==> config.mk <==
export PLATFORM = sky130hd
export DESIGN_NAME = keyed_counter_table_top
export DESIGN_NICKNAME = d
export VERILOG_FILES = /design/src/design/kct_pkg.sv /design/src/design/kct_ram.sv /design/src/design/kct_scan.sv /design/src/design/keyed_counter_table_top.sv
export SDC_FILE = /design/constraint.sdc
export NUM_CORES = 2
export LEC_CHECK = 0
export BUFFER_PORTS_ARGS = -buffer_cell sky130_fd_sc_hd__buf_4
export CORE_ASPECT_RATIO = 0.6
export CORE_MARGIN = 2
export CORE_UTILIZATION = 37
export CTS_BUF_LIST = sky130_fd_sc_hd__clkbuf_4 sky130_fd_sc_hd__clkbuf_8
export DETAILED_ROUTE_END_ITERATION = 12
export PLACE_DENSITY = 0.5
export SLEW_MARGIN = 20
export SYNTH_ARGS = -nofsm -noshare
export SYNTH_HDL_FRONTEND = slang
export SYNTH_MEMORY_MAX_BITS = 65536
export SYNTH_SLANG_ARGS = --single-unit
==> constraint.sdc <==
create_clock -name clk -period 25.7 [get_ports clk]
set_input_delay 1.285 -clock clk [delete_from_list [all_inputs] [get_ports clk]]
set_output_delay 1.285 -clock clk [all_outputs]
set_load 0.01 [all_outputs]
==> src/design/kct_pkg.sv <==
// ----------------------------------------------------------------------------
// kct_pkg: shared types and constants of the keyed counter table
// Holds the key and count types, the action and status codes, and the key
// clean-up function used when a word is taken in.
// ----------------------------------------------------------------------------
package kct_pkg;

  localparam int KEY_BYTES = 31;
  localparam int KEY_W     = KEY_BYTES * 8;
  localparam int CNT_W     = 31;
  localparam int ACT_W     = 3;
  localparam int ST_W      = 2;

  typedef logic [KEY_W-1:0] key_t;
  typedef logic [CNT_W-1:0] cnt_t;
  typedef logic [ACT_W-1:0] act_t;
  typedef logic [ST_W-1:0]  st_t;

  localparam cnt_t COUNT_MAX = {CNT_W{1'b1}};

  localparam act_t ACT_BUMP    = 3'd0;
  localparam act_t ACT_QUERY   = 3'd1;
  localparam act_t ACT_CLEAR   = 3'd2;
  localparam act_t ACT_SET     = 3'd3;
  localparam act_t ACT_CLR_ALL = 3'd4;

  localparam st_t ST_OK      = 2'd0;
  localparam st_t ST_EMPTY   = 2'd1;
  localparam st_t ST_FULL    = 2'd2;
  localparam st_t ST_MISSING = 2'd3;

  // Status of the key scan, handed from the scan unit to the controller.
  typedef struct packed {
    logic done;
    logic hit;
  } scan_stat_t;

  // A key ends at its first zero byte; every byte after it is forced to zero.
  function automatic key_t norm_key(input key_t raw);
    key_t res;
    logic ended;
    res   = raw;
    ended = 1'b0;
    for (int i = 0; i < KEY_BYTES; i++) begin
      if (ended) begin
        res[i*8 +: 8] = 8'h00;
      end else if (raw[i*8 +: 8] == 8'h00) begin
        ended = 1'b1;
      end
    end
    return res;
  endfunction

endpackage

==> src/design/kct_ram.sv <==
// ----------------------------------------------------------------------------
// kct_ram: generic single-port-write, single-port-read RAM
// One write and one read per cycle; the read data is registered.
// ----------------------------------------------------------------------------
module kct_ram #(
  parameter int WIDTH = 8,
  parameter int DEPTH = 16
) (
  input  logic                                   clk,
  input  logic                                   we,
  input  logic [(DEPTH > 1 ? $clog2(DEPTH) : 1)-1:0] waddr,
  input  logic [WIDTH-1:0]                       wdata,
  input  logic [(DEPTH > 1 ? $clog2(DEPTH) : 1)-1:0] raddr,
  output logic [WIDTH-1:0]                       rdata
);

  logic [WIDTH-1:0] mem_r [DEPTH];
  logic [WIDTH-1:0] rdata_r;

  always_ff @(posedge clk) begin
    if (we) begin
      mem_r[waddr] <= wdata;
    end
    rdata_r <= mem_r[raddr];
  end

  assign rdata = rdata_r;

endmodule

==> src/design/kct_scan.sv <==
// ----------------------------------------------------------------------------
// kct_scan: key search over the allocated entries
// Issues one key memory read per cycle and compares the returned key in the
// cycle after, stopping at the first match or after the last entry in use.
// ----------------------------------------------------------------------------
module kct_scan #(
  parameter int TABLE_ENTRIES = 16
) (
  input  logic                                   clk,
  input  logic                                   rst_n,
  input  logic                                   start_i,
  input  logic [$clog2(TABLE_ENTRIES+1)-1:0]     used_i,
  input  kct_pkg::key_t                          key_i,
  input  kct_pkg::key_t                          rd_data_i,
  output logic [(TABLE_ENTRIES > 1 ? $clog2(TABLE_ENTRIES) : 1)-1:0] rd_addr_o,
  output logic [(TABLE_ENTRIES > 1 ? $clog2(TABLE_ENTRIES) : 1)-1:0] idx_o,
  output kct_pkg::scan_stat_t                    stat_o
);
  import kct_pkg::*;

  localparam int IDX_W  = (TABLE_ENTRIES > 1) ? $clog2(TABLE_ENTRIES) : 1;
  localparam int USED_W = $clog2(TABLE_ENTRIES + 1);

  logic              busy_r, busy_nxt;
  logic [USED_W-1:0] addr_r, addr_nxt;
  logic              cmp_v_r, cmp_v_nxt;
  logic [IDX_W-1:0]  cmp_idx_r, cmp_idx_nxt;
  logic              issue, hit, done;

  assign issue = busy_r && (addr_r < used_i);
  assign hit   = busy_r && cmp_v_r && (rd_data_i == key_i);
  assign done  = hit || (busy_r && !issue);

  always_comb begin
    busy_nxt    = busy_r;
    addr_nxt    = addr_r;
    cmp_v_nxt   = cmp_v_r;
    cmp_idx_nxt = cmp_idx_r;
    if (start_i) begin
      busy_nxt  = 1'b1;
      addr_nxt  = '0;
      cmp_v_nxt = 1'b0;
    end else if (busy_r) begin
      if (done) begin
        busy_nxt = 1'b0;
      end
      cmp_v_nxt = issue;
      if (issue) begin
        addr_nxt    = addr_r + USED_W'(1);
        cmp_idx_nxt = addr_r[IDX_W-1:0];
      end
    end
  end

  always_ff @(posedge clk) begin
    if (!rst_n) begin
      busy_r  <= 1'b0;
      cmp_v_r <= 1'b0;
    end else begin
      busy_r  <= busy_nxt;
      cmp_v_r <= cmp_v_nxt;
    end
    addr_r    <= addr_nxt;
    cmp_idx_r <= cmp_idx_nxt;
  end

  assign rd_addr_o   = addr_r[IDX_W-1:0];
  assign idx_o       = cmp_idx_r;
  assign stat_o.done = done;
  assign stat_o.hit  = hit;

endmodule

==> src/design/keyed_counter_table_top.sv <==
// ----------------------------------------------------------------------------
// keyed_counter_table_top: table of named saturating counters
// Keys of up to 31 bytes are allocated in order in a key memory, with one
// count per entry in a count memory; each input word performs one action.
// ----------------------------------------------------------------------------
//
//   Channel  Direction  Handshake             Word contents
//   in_      input      in_valid / in_ready   action, four key words, start count
//   out_     output     out_valid / out_ready count value, status
//
// One word is worked on at a time. Clear all, unused actions and empty keys
// go straight to the result; every other word waits on the key scan, which
// reads one stored key per cycle through the single read port of the key
// memory. Reset clears the entry count but not the memories, so no memory
// clearing pass is needed. A held result stalls only the word behind it.
//
module keyed_counter_table_top #(
  parameter int TABLE_ENTRIES = 16
) (
  input  logic                   clk,
  input  logic                   rst_n,
  input  logic                   in_valid,
  output logic                   in_ready,
  input  logic [kct_pkg::ACT_W-1:0] in_action,
  input  logic [63:0]            in_key_word_0,
  input  logic [63:0]            in_key_word_1,
  input  logic [63:0]            in_key_word_2,
  input  logic [55:0]            in_key_word_3,
  input  logic signed [31:0]     in_start_count,
  output logic                   out_valid,
  input  logic                   out_ready,
  output logic [kct_pkg::CNT_W-1:0] out_count_value,
  output logic [kct_pkg::ST_W-1:0]  out_status
);
  import kct_pkg::*;

  localparam int IDX_W  = (TABLE_ENTRIES > 1) ? $clog2(TABLE_ENTRIES) : 1;
  localparam int USED_W = $clog2(TABLE_ENTRIES + 1);

  // Controller states.
  localparam logic [1:0] S_IDLE = 2'd0;
  localparam logic [1:0] S_SCAN = 2'd1;
  localparam logic [1:0] S_UPD  = 2'd2;
  localparam logic [1:0] S_FIN  = 2'd3;

  logic [1:0]        state_r, state_nxt;
  act_t              act_r, act_nxt;
  key_t              key_r, key_nxt;
  cnt_t              start_r, start_nxt;
  logic [IDX_W-1:0]  idx_r, idx_nxt;
  logic [USED_W-1:0] used_r, used_nxt;
  cnt_t              res_cnt_r, res_cnt_nxt;
  st_t               res_st_r, res_st_nxt;
  logic              out_valid_r, out_valid_nxt;
  cnt_t              out_cnt_r, out_cnt_nxt;
  st_t               out_st_r, out_st_nxt;

  key_t              in_key;
  cnt_t              in_start;

  // Memory ports.
  logic              key_we;
  key_t              key_rdata;
  logic [IDX_W-1:0]  key_raddr;
  logic              cnt_we;
  logic [IDX_W-1:0]  cnt_waddr;
  cnt_t              cnt_wdata;
  cnt_t              cnt_rdata;

  // Scan unit.
  logic              scan_start;
  logic [IDX_W-1:0]  scan_idx;
  scan_stat_t        scan_stat;

  cnt_t              bumped;

  // The key is cleaned up as it is taken in, so stored and searched keys
  // always agree beyond the terminating zero byte. Negative start counts
  // clamp to zero.
  assign in_key   = norm_key({in_key_word_3, in_key_word_2, in_key_word_1, in_key_word_0});
  assign in_start = in_start_count[31] ? '0 : cnt_t'(in_start_count[30:0]);

  assign bumped = (cnt_rdata == COUNT_MAX) ? cnt_rdata : cnt_rdata + cnt_t'(1);

  // New entries are always written at the fill position; updates of an
  // existing entry go to the index found by the scan.
  assign cnt_waddr = (state_r == S_UPD) ? idx_r : used_r[IDX_W-1:0];

  assign in_ready = (state_r == S_IDLE);

  always_comb begin
    state_nxt   = state_r;
    act_nxt     = act_r;
    key_nxt     = key_r;
    start_nxt   = start_r;
    idx_nxt     = idx_r;
    used_nxt    = used_r;
    res_cnt_nxt = res_cnt_r;
    res_st_nxt  = res_st_r;
    key_we      = 1'b0;
    cnt_we      = 1'b0;
    cnt_wdata   = '0;
    scan_start  = 1'b0;

    unique case (state_r)
      S_IDLE: begin
        if (in_valid) begin
          act_nxt     = in_action;
          key_nxt     = in_key;
          start_nxt   = in_start;
          res_cnt_nxt = '0;
          res_st_nxt  = ST_OK;
          state_nxt   = S_FIN;
          case (in_action) inside
            ACT_BUMP, ACT_QUERY, ACT_CLEAR, ACT_SET: begin
              if (in_key[7:0] == 8'h00) begin
                res_st_nxt = ST_EMPTY;
              end else begin
                scan_start = 1'b1;
                state_nxt  = S_SCAN;
              end
            end
            ACT_CLR_ALL: begin
              used_nxt = '0;
            end
            default: begin
              // Unused action codes leave the table alone.
            end
          endcase
        end
      end

      S_SCAN: begin
        if (scan_stat.done) begin
          if (scan_stat.hit) begin
            idx_nxt   = scan_idx;
            state_nxt = S_UPD;
          end else begin
            state_nxt = S_FIN;
            if (act_r == ACT_BUMP || act_r == ACT_SET) begin
              if (used_r == USED_W'(TABLE_ENTRIES)) begin
                res_cnt_nxt = '0;
                res_st_nxt  = ST_FULL;
              end else begin
                cnt_wdata   = (act_r == ACT_BUMP) ? cnt_t'(1) : start_r;
                key_we      = 1'b1;
                cnt_we      = 1'b1;
                used_nxt    = used_r + USED_W'(1);
                res_cnt_nxt = cnt_wdata;
                res_st_nxt  = ST_OK;
              end
            end else begin
              res_cnt_nxt = '0;
              res_st_nxt  = ST_MISSING;
            end
          end
        end
      end

      S_UPD: begin
        // The count of the matching entry arrives from the count memory now.
        state_nxt  = S_FIN;
        res_st_nxt = ST_OK;
        case (act_r)
          ACT_BUMP: begin
            cnt_we      = 1'b1;
            cnt_wdata   = bumped;
            res_cnt_nxt = bumped;
          end
          ACT_QUERY: begin
            res_cnt_nxt = cnt_rdata;
          end
          ACT_CLEAR: begin
            cnt_we      = 1'b1;
            cnt_wdata   = '0;
            res_cnt_nxt = '0;
          end
          default: begin
            cnt_we      = 1'b1;
            cnt_wdata   = start_r;
            res_cnt_nxt = start_r;
          end
        endcase
      end

      S_FIN: begin
        if (!out_valid_r || out_ready) begin
          state_nxt = S_IDLE;
        end
      end

      default: begin
        state_nxt = S_IDLE;
      end
    endcase
  end

  // Output register: loaded from the finished result as soon as it is free.
  always_comb begin
    out_valid_nxt = out_valid_r;
    out_cnt_nxt   = out_cnt_r;
    out_st_nxt    = out_st_r;
    if (out_valid_r && out_ready) begin
      out_valid_nxt = 1'b0;
    end
    if (state_r == S_FIN && (!out_valid_r || out_ready)) begin
      out_valid_nxt = 1'b1;
      out_cnt_nxt   = res_cnt_r;
      out_st_nxt    = res_st_r;
    end
  end

  always_ff @(posedge clk) begin
    if (!rst_n) begin
      state_r     <= S_IDLE;
      used_r      <= '0;
      out_valid_r <= 1'b0;
    end else begin
      state_r     <= state_nxt;
      used_r      <= used_nxt;
      out_valid_r <= out_valid_nxt;
    end
    act_r     <= act_nxt;
    key_r     <= key_nxt;
    start_r   <= start_nxt;
    idx_r     <= idx_nxt;
    res_cnt_r <= res_cnt_nxt;
    res_st_r  <= res_st_nxt;
    out_cnt_r <= out_cnt_nxt;
    out_st_r  <= out_st_nxt;
  end

  assign out_valid       = out_valid_r;
  assign out_count_value = out_cnt_r;
  assign out_status      = out_st_r;

  kct_scan #(
    .TABLE_ENTRIES(TABLE_ENTRIES)
  ) u_scan (
    .clk       (clk),
    .rst_n     (rst_n),
    .start_i   (scan_start),
    .used_i    (used_r),
    .key_i     (key_r),
    .rd_data_i (key_rdata),
    .rd_addr_o (key_raddr),
    .idx_o     (scan_idx),
    .stat_o    (scan_stat)
  );

  // Key memory: one whole 31-byte key per entry.
  kct_ram #(
    .WIDTH(KEY_W),
    .DEPTH(TABLE_ENTRIES)
  ) u_key_ram (
    .clk   (clk),
    .we    (key_we),
    .waddr (used_r[IDX_W-1:0]),
    .wdata (key_r),
    .raddr (key_raddr),
    .rdata (key_rdata)
  );

  // Count memory: read at the index the scan is reporting, so the data is
  // there in the cycle after a match.
  kct_ram #(
    .WIDTH(CNT_W),
    .DEPTH(TABLE_ENTRIES)
  ) u_cnt_ram (
    .clk   (clk),
    .we    (cnt_we),
    .waddr (cnt_waddr),
    .wdata (cnt_wdata),
    .raddr (scan_idx),
    .rdata (cnt_rdata)
  );

endmodule

==> impl_summary.md <==
Placement
The number of buffers inserted by port buffering is approximately 320. After legalization and detailed placement, the total HPWL measured 329000 um. The final weighted congestion in routability-driven placement is 0.862.

GRT
The first global-routing pass estimated 780000 um of wire. The pin count of the biggest net entering global routing is 137. The remaining global-route overflow is 0. The via count of the first global-routing pass was roughly 94000. The global router's overall resource usage is 21.2%.

The initial antenna violation count came to 55.

Setup path
The endpoint of the lowest-slack register-to-register path is u_key_ram.mem_r[14][143]. The critical path goes through xor2_2 > or4_1 > or4_1 > nor3_1 > nand4_1 > nor3_4 > nor3_1 > buf_4 > and3_4 > buf_4 > buf_4 > buf_4. Together, buffers and inverters on the worst path number 4. Of all nets on the critical path, the largest fanout is 40. The startpoint of the worst-slack reg-to-reg timing path is key_r[236]. The element type at the critical path end is a register. The library cell contributing the largest single delay on the critical path is sky130_fd_sc_hd__nor3_1. The slack of the worst reg-to-reg path is 18.28 ns.

The critical path's largest stage delay is 0.87 ns. In this run the worst setup path begins at key_r[236]. The critical path's most frequent cell is sky130_fd_sc_hd__buf_4. The worst endpoint data arrival time is roughly 8.3 ns.

In this design, the largest share of critical-path delay is due to simple AND/OR/NAND/NOR gates. The critical path class is register to register. The length in cells of the worst reg-to-reg path is 12. The worst endpoint required time is about 27 ns.

The worst setup path is launched from a register.

Worst hold path
The worst hold path cell count is 1. The launch point of the worst hold path is in_key_word_0[2]. The path with the worst hold slack has its endpoint at key_r[2].

The classification of the worst-slack hold path is primary input to register.

Power and ir drop
The areal power density over the cells is 82.2 mW/mm^2. In this run the static leakage power is 0.0676 uW. The completed layout was analyzed and its total power is 18100 uW.

VDD sags by at most 0.0537 mV.

Clock tree
In this run, post-CTS repair resized a total of 0 instances. The CTS buffer count is approximately 740. The clock transition at the registers of the reported paths is 0.06 ns. The root buffer cell chosen for the clock tree is sky130_fd_sc_hd__clkbuf_8. The clock tree synthesis step divided the H-tree into 6 levels. The maximum buffer depth of the clock tree is 4.

TritonCTS built the clock tree. Clock latency on the worst-skew pair, taken at its later pin, is 1.32 ns. The tree built by TritonCTS fans out to 5114 sinks.

Cells and area
The share of layout cells above drive strength 1 is 33.9%. The library cell used most frequently in the layout, excluding fill and tap cells, is sky130_fd_sc_hd__edfxtp_1. The layout overhead on the synthesized area is 14.6%. In the layout the commonest cells are sky130_fd_sc_hd__edfxtp_1 (4820), sky130_fd_sc_hd__mux4_2 (1395), sky130_fd_sc_hd__clkbuf_8 (842), sky130_fd_sc_hd__buf_4 (517), sky130_fd_sc_hd__clkbuf_4 (322). After the last flow step, the layout net total stands at approximately 9500.

Synth
The mean area per synthesized cell is 23.3 sq um. The synthesized design contains 4820 enable-type register cells. After synthesis, the share of flip-flops with an asynchronous set or reset is 0%.

The number of cells produced by synthesis is approximately 8300. The commonest register cell after synthesis is sky130_fd_sc_hd__edfxtp_1. Synthesis inferred approximately 5100 register bits. The number of nets handed over by synthesis was between 8000 and 9000. The netlist uses roughly 70 different library cells. The share of the Yosys chip area taken by registers is 78.3%. Summing every instance area after synthesis gives 0.192 sq mm.

The Yosys step of the flow raised 0 warnings.

Routing
The residual DRC count is 0. The via count normalized by instance count is 5.60. Once detail routing completed, the nets flagged for antenna violations numbered 0. The initial detailed-routing violation count is 11800.

The length of the first detailed-routing pass in iterations is 7. In the final routed layout, each cell accounts on average for 34.0 um. The number of vias in the routed layout is ~94000. The total length of routed wires is about 570000 um.

Floorplanning
The floorplan has 205 rows. The standard cell core area is 0.519 sq mm. The die outline width is 935 um.

Once the floorplan was initialized, standard cells occupied a little under two fifths of the core. The number of top-level pins is 322. The die is 562 um tall. The die covers 0.526 sq mm.

Timing
The total setup violations reported at the end of the flow is 0. At the pin with the least slew margin, the transition time is 1.23 ns. After layout, the minimum clock period comes to between 7 and 8 ns. Setup repair after global routing left no endpoint under its margin. The fraction of the cycle the final worst path needs is 28.9%. The number of hold violations in the final report is 0.

The number of slew-limit violations in the final report came to 0. For the final routed database, the setup TNS stands at 0 ns. Timing would allow up to 135 MHz. The worst pin sits at a relative slew slack of 17.7%. The final setup skew is 0.0886 ns.

Status
The run finished with clean final reports.

Job
The reported max-cap violation count is 0.
## power breakdown
group / internal [uW] / switching [uW] / leakage, uW / total, uW
clock: 3610 / 3230 / 0.00834 / 6840
sequential: 9700 / 448 / 0.0459 / 10100
combinational: 343 / 785 / 0.0133 / 1130
## synth_stat cells (all sizes together) (3+ instances only)
cell type | instances | area [sq um]
xnor2 | 71 | 622
or3b | 4 | 35.0
o31a | 3 | 26.3
a21o | 9 | 67.6
a221oi | 14 | 123
and3 | 109 | 682
o21ai | 36 | 180
nand4 | 57 | 357
and4 | 7 | 61.3
nand2b | 45 | 282
nand4b | 7 | 61.3
a211oi | 12 | 90.1
nor3 | 23 | 120
nand2 | 103 | 387
o22ai | 12 | 75.1
a2111oi | 11 | 96.3
xor2 | 130 | 1140
o211a | 4 | 40.0
nor4b | 4 | 35.0
o2111ai | 8 | 70.1
mux4 | 1395 | 31400
inv | 63 | 236
or4 | 20 | 150
dfxtp | 294 | 5890
mux2i | 4 | 40.0
a21oi | 21 | 105
nor2 | 85 | 319
nor2b | 91 | 569
o2bb2ai | 5 | 43.8
o32ai | 6 | 52.6
o31ai | 4 | 30.0
a22oi | 12 | 90.1
edfxtp | 4820 | 145000
buf | 86 | 325
nand3 | 34 | 170
o211ai | 4 | 30.0
and2 | 168 | 1050
a31oi | 5 | 37.5
ha | 14 | 175
a22o | 30 | 263
o21a | 14 | 105
clkbuf | 283 | 1060
nor4 | 97 | 607
## sequential cells by signal, summed over array words and instances (netlist names)
register / count
u_scan.busy_r: 1
u_cnt_ram.mem_r: 496
idx_r: 4
state_r: 2
u_key_ram.rdata: 248
out_valid: 1
u_scan.cmp_v_r: 1
start_r: 31
u_key_ram.mem_r: 3968
act_r: 3
res_st_r: 2
key_r: 248
u_scan.addr_r: 5
out_status: 2
u_cnt_ram.rdata: 31
u_scan.idx_o: 4
res_cnt_r: 31
used_r: 5
out_count_value: 31
## final cells by class
class | instances | area (sq um)
Timing Repair Buffer | 554 | 4600
Clock inverter | 229 | 1670
Multi-Input combinational cell | 2707 | 40500
Fill cell | 44600 | 298000
Clock buffer | 1164 | 14000
Antenna cell | 15 | 37.5
Inverter | 63 | 236
Tap cell | 6934 | 8680
Sequential cell | 5114 | 151000
## cell families after synthesis
logic type               Yosys count  synth area share, %
AO/OA/AOI/OAI                    227                0.874
XOR/XNOR                         201                0.915
buffers and inverters            432                0.845
multiplexers                    1400                 16.4
AND/OR/NAND/NOR                  865                 2.59
flip-flops                      5114                 78.3
adder cells (fa/ha/maj)           14               0.0911
## worst max path at each step
stage / end / slack, ns / depth (start not counted)
2_1_floorplan: u_scan.idx_o[0] / 16.84 / 4
3_3_place_gp: u_key_ram.mem_r[14][149] / 17.65 / 12
3_5_place_dp: u_key_ram.mem_r[14][137] / 18.26 / 12
4_1_cts: u_key_ram.mem_r[14][144] / 18.24 / 12
5_1_grt: u_key_ram.mem_r[14][155] / 18.10 / 12
6_report: u_key_ram.mem_r[14][143] / 18.28 / 12
## timing repair
action                    in CTS  in global routing
hold endpoints to repair       1                  0
setup buffers                  0                  0
hold buffers                   1                  0
## per-layer routing
layer  wire length, um  share of wire, %  vias to the layer above  GRT usage (%)
met1            267000                47                    52200           33.3
met3             43900               7.7                      762           4.18
met2            247000                43                     4038           30.6
met5               110             0.019                        -              0
met4             12400               2.2                       18           4.66
li1                  -                 -                    37000              -
## metrics by stage
step | util, % | setup slack, ns | instances | instance area, sq um | hold slack [ns]
floorplan | - | 16.84 | 8253 | 192000 | 0.400
global placement | 39.4 | 17.65 | 15400 | 204000 | 0.412
detailed placement | 39.4 | 18.26 | 15400 | 204000 | 0.405
CTS | 42.5 | 18.24 | 16800 | 220000 | 0.00301
global route | 42.5 | 18.10 | 16800 | 220000 | 0.0912
finish | 42.5 | 18.28 | 16800 | 220000 | 0.162
(Power assumes the default switching activity.)
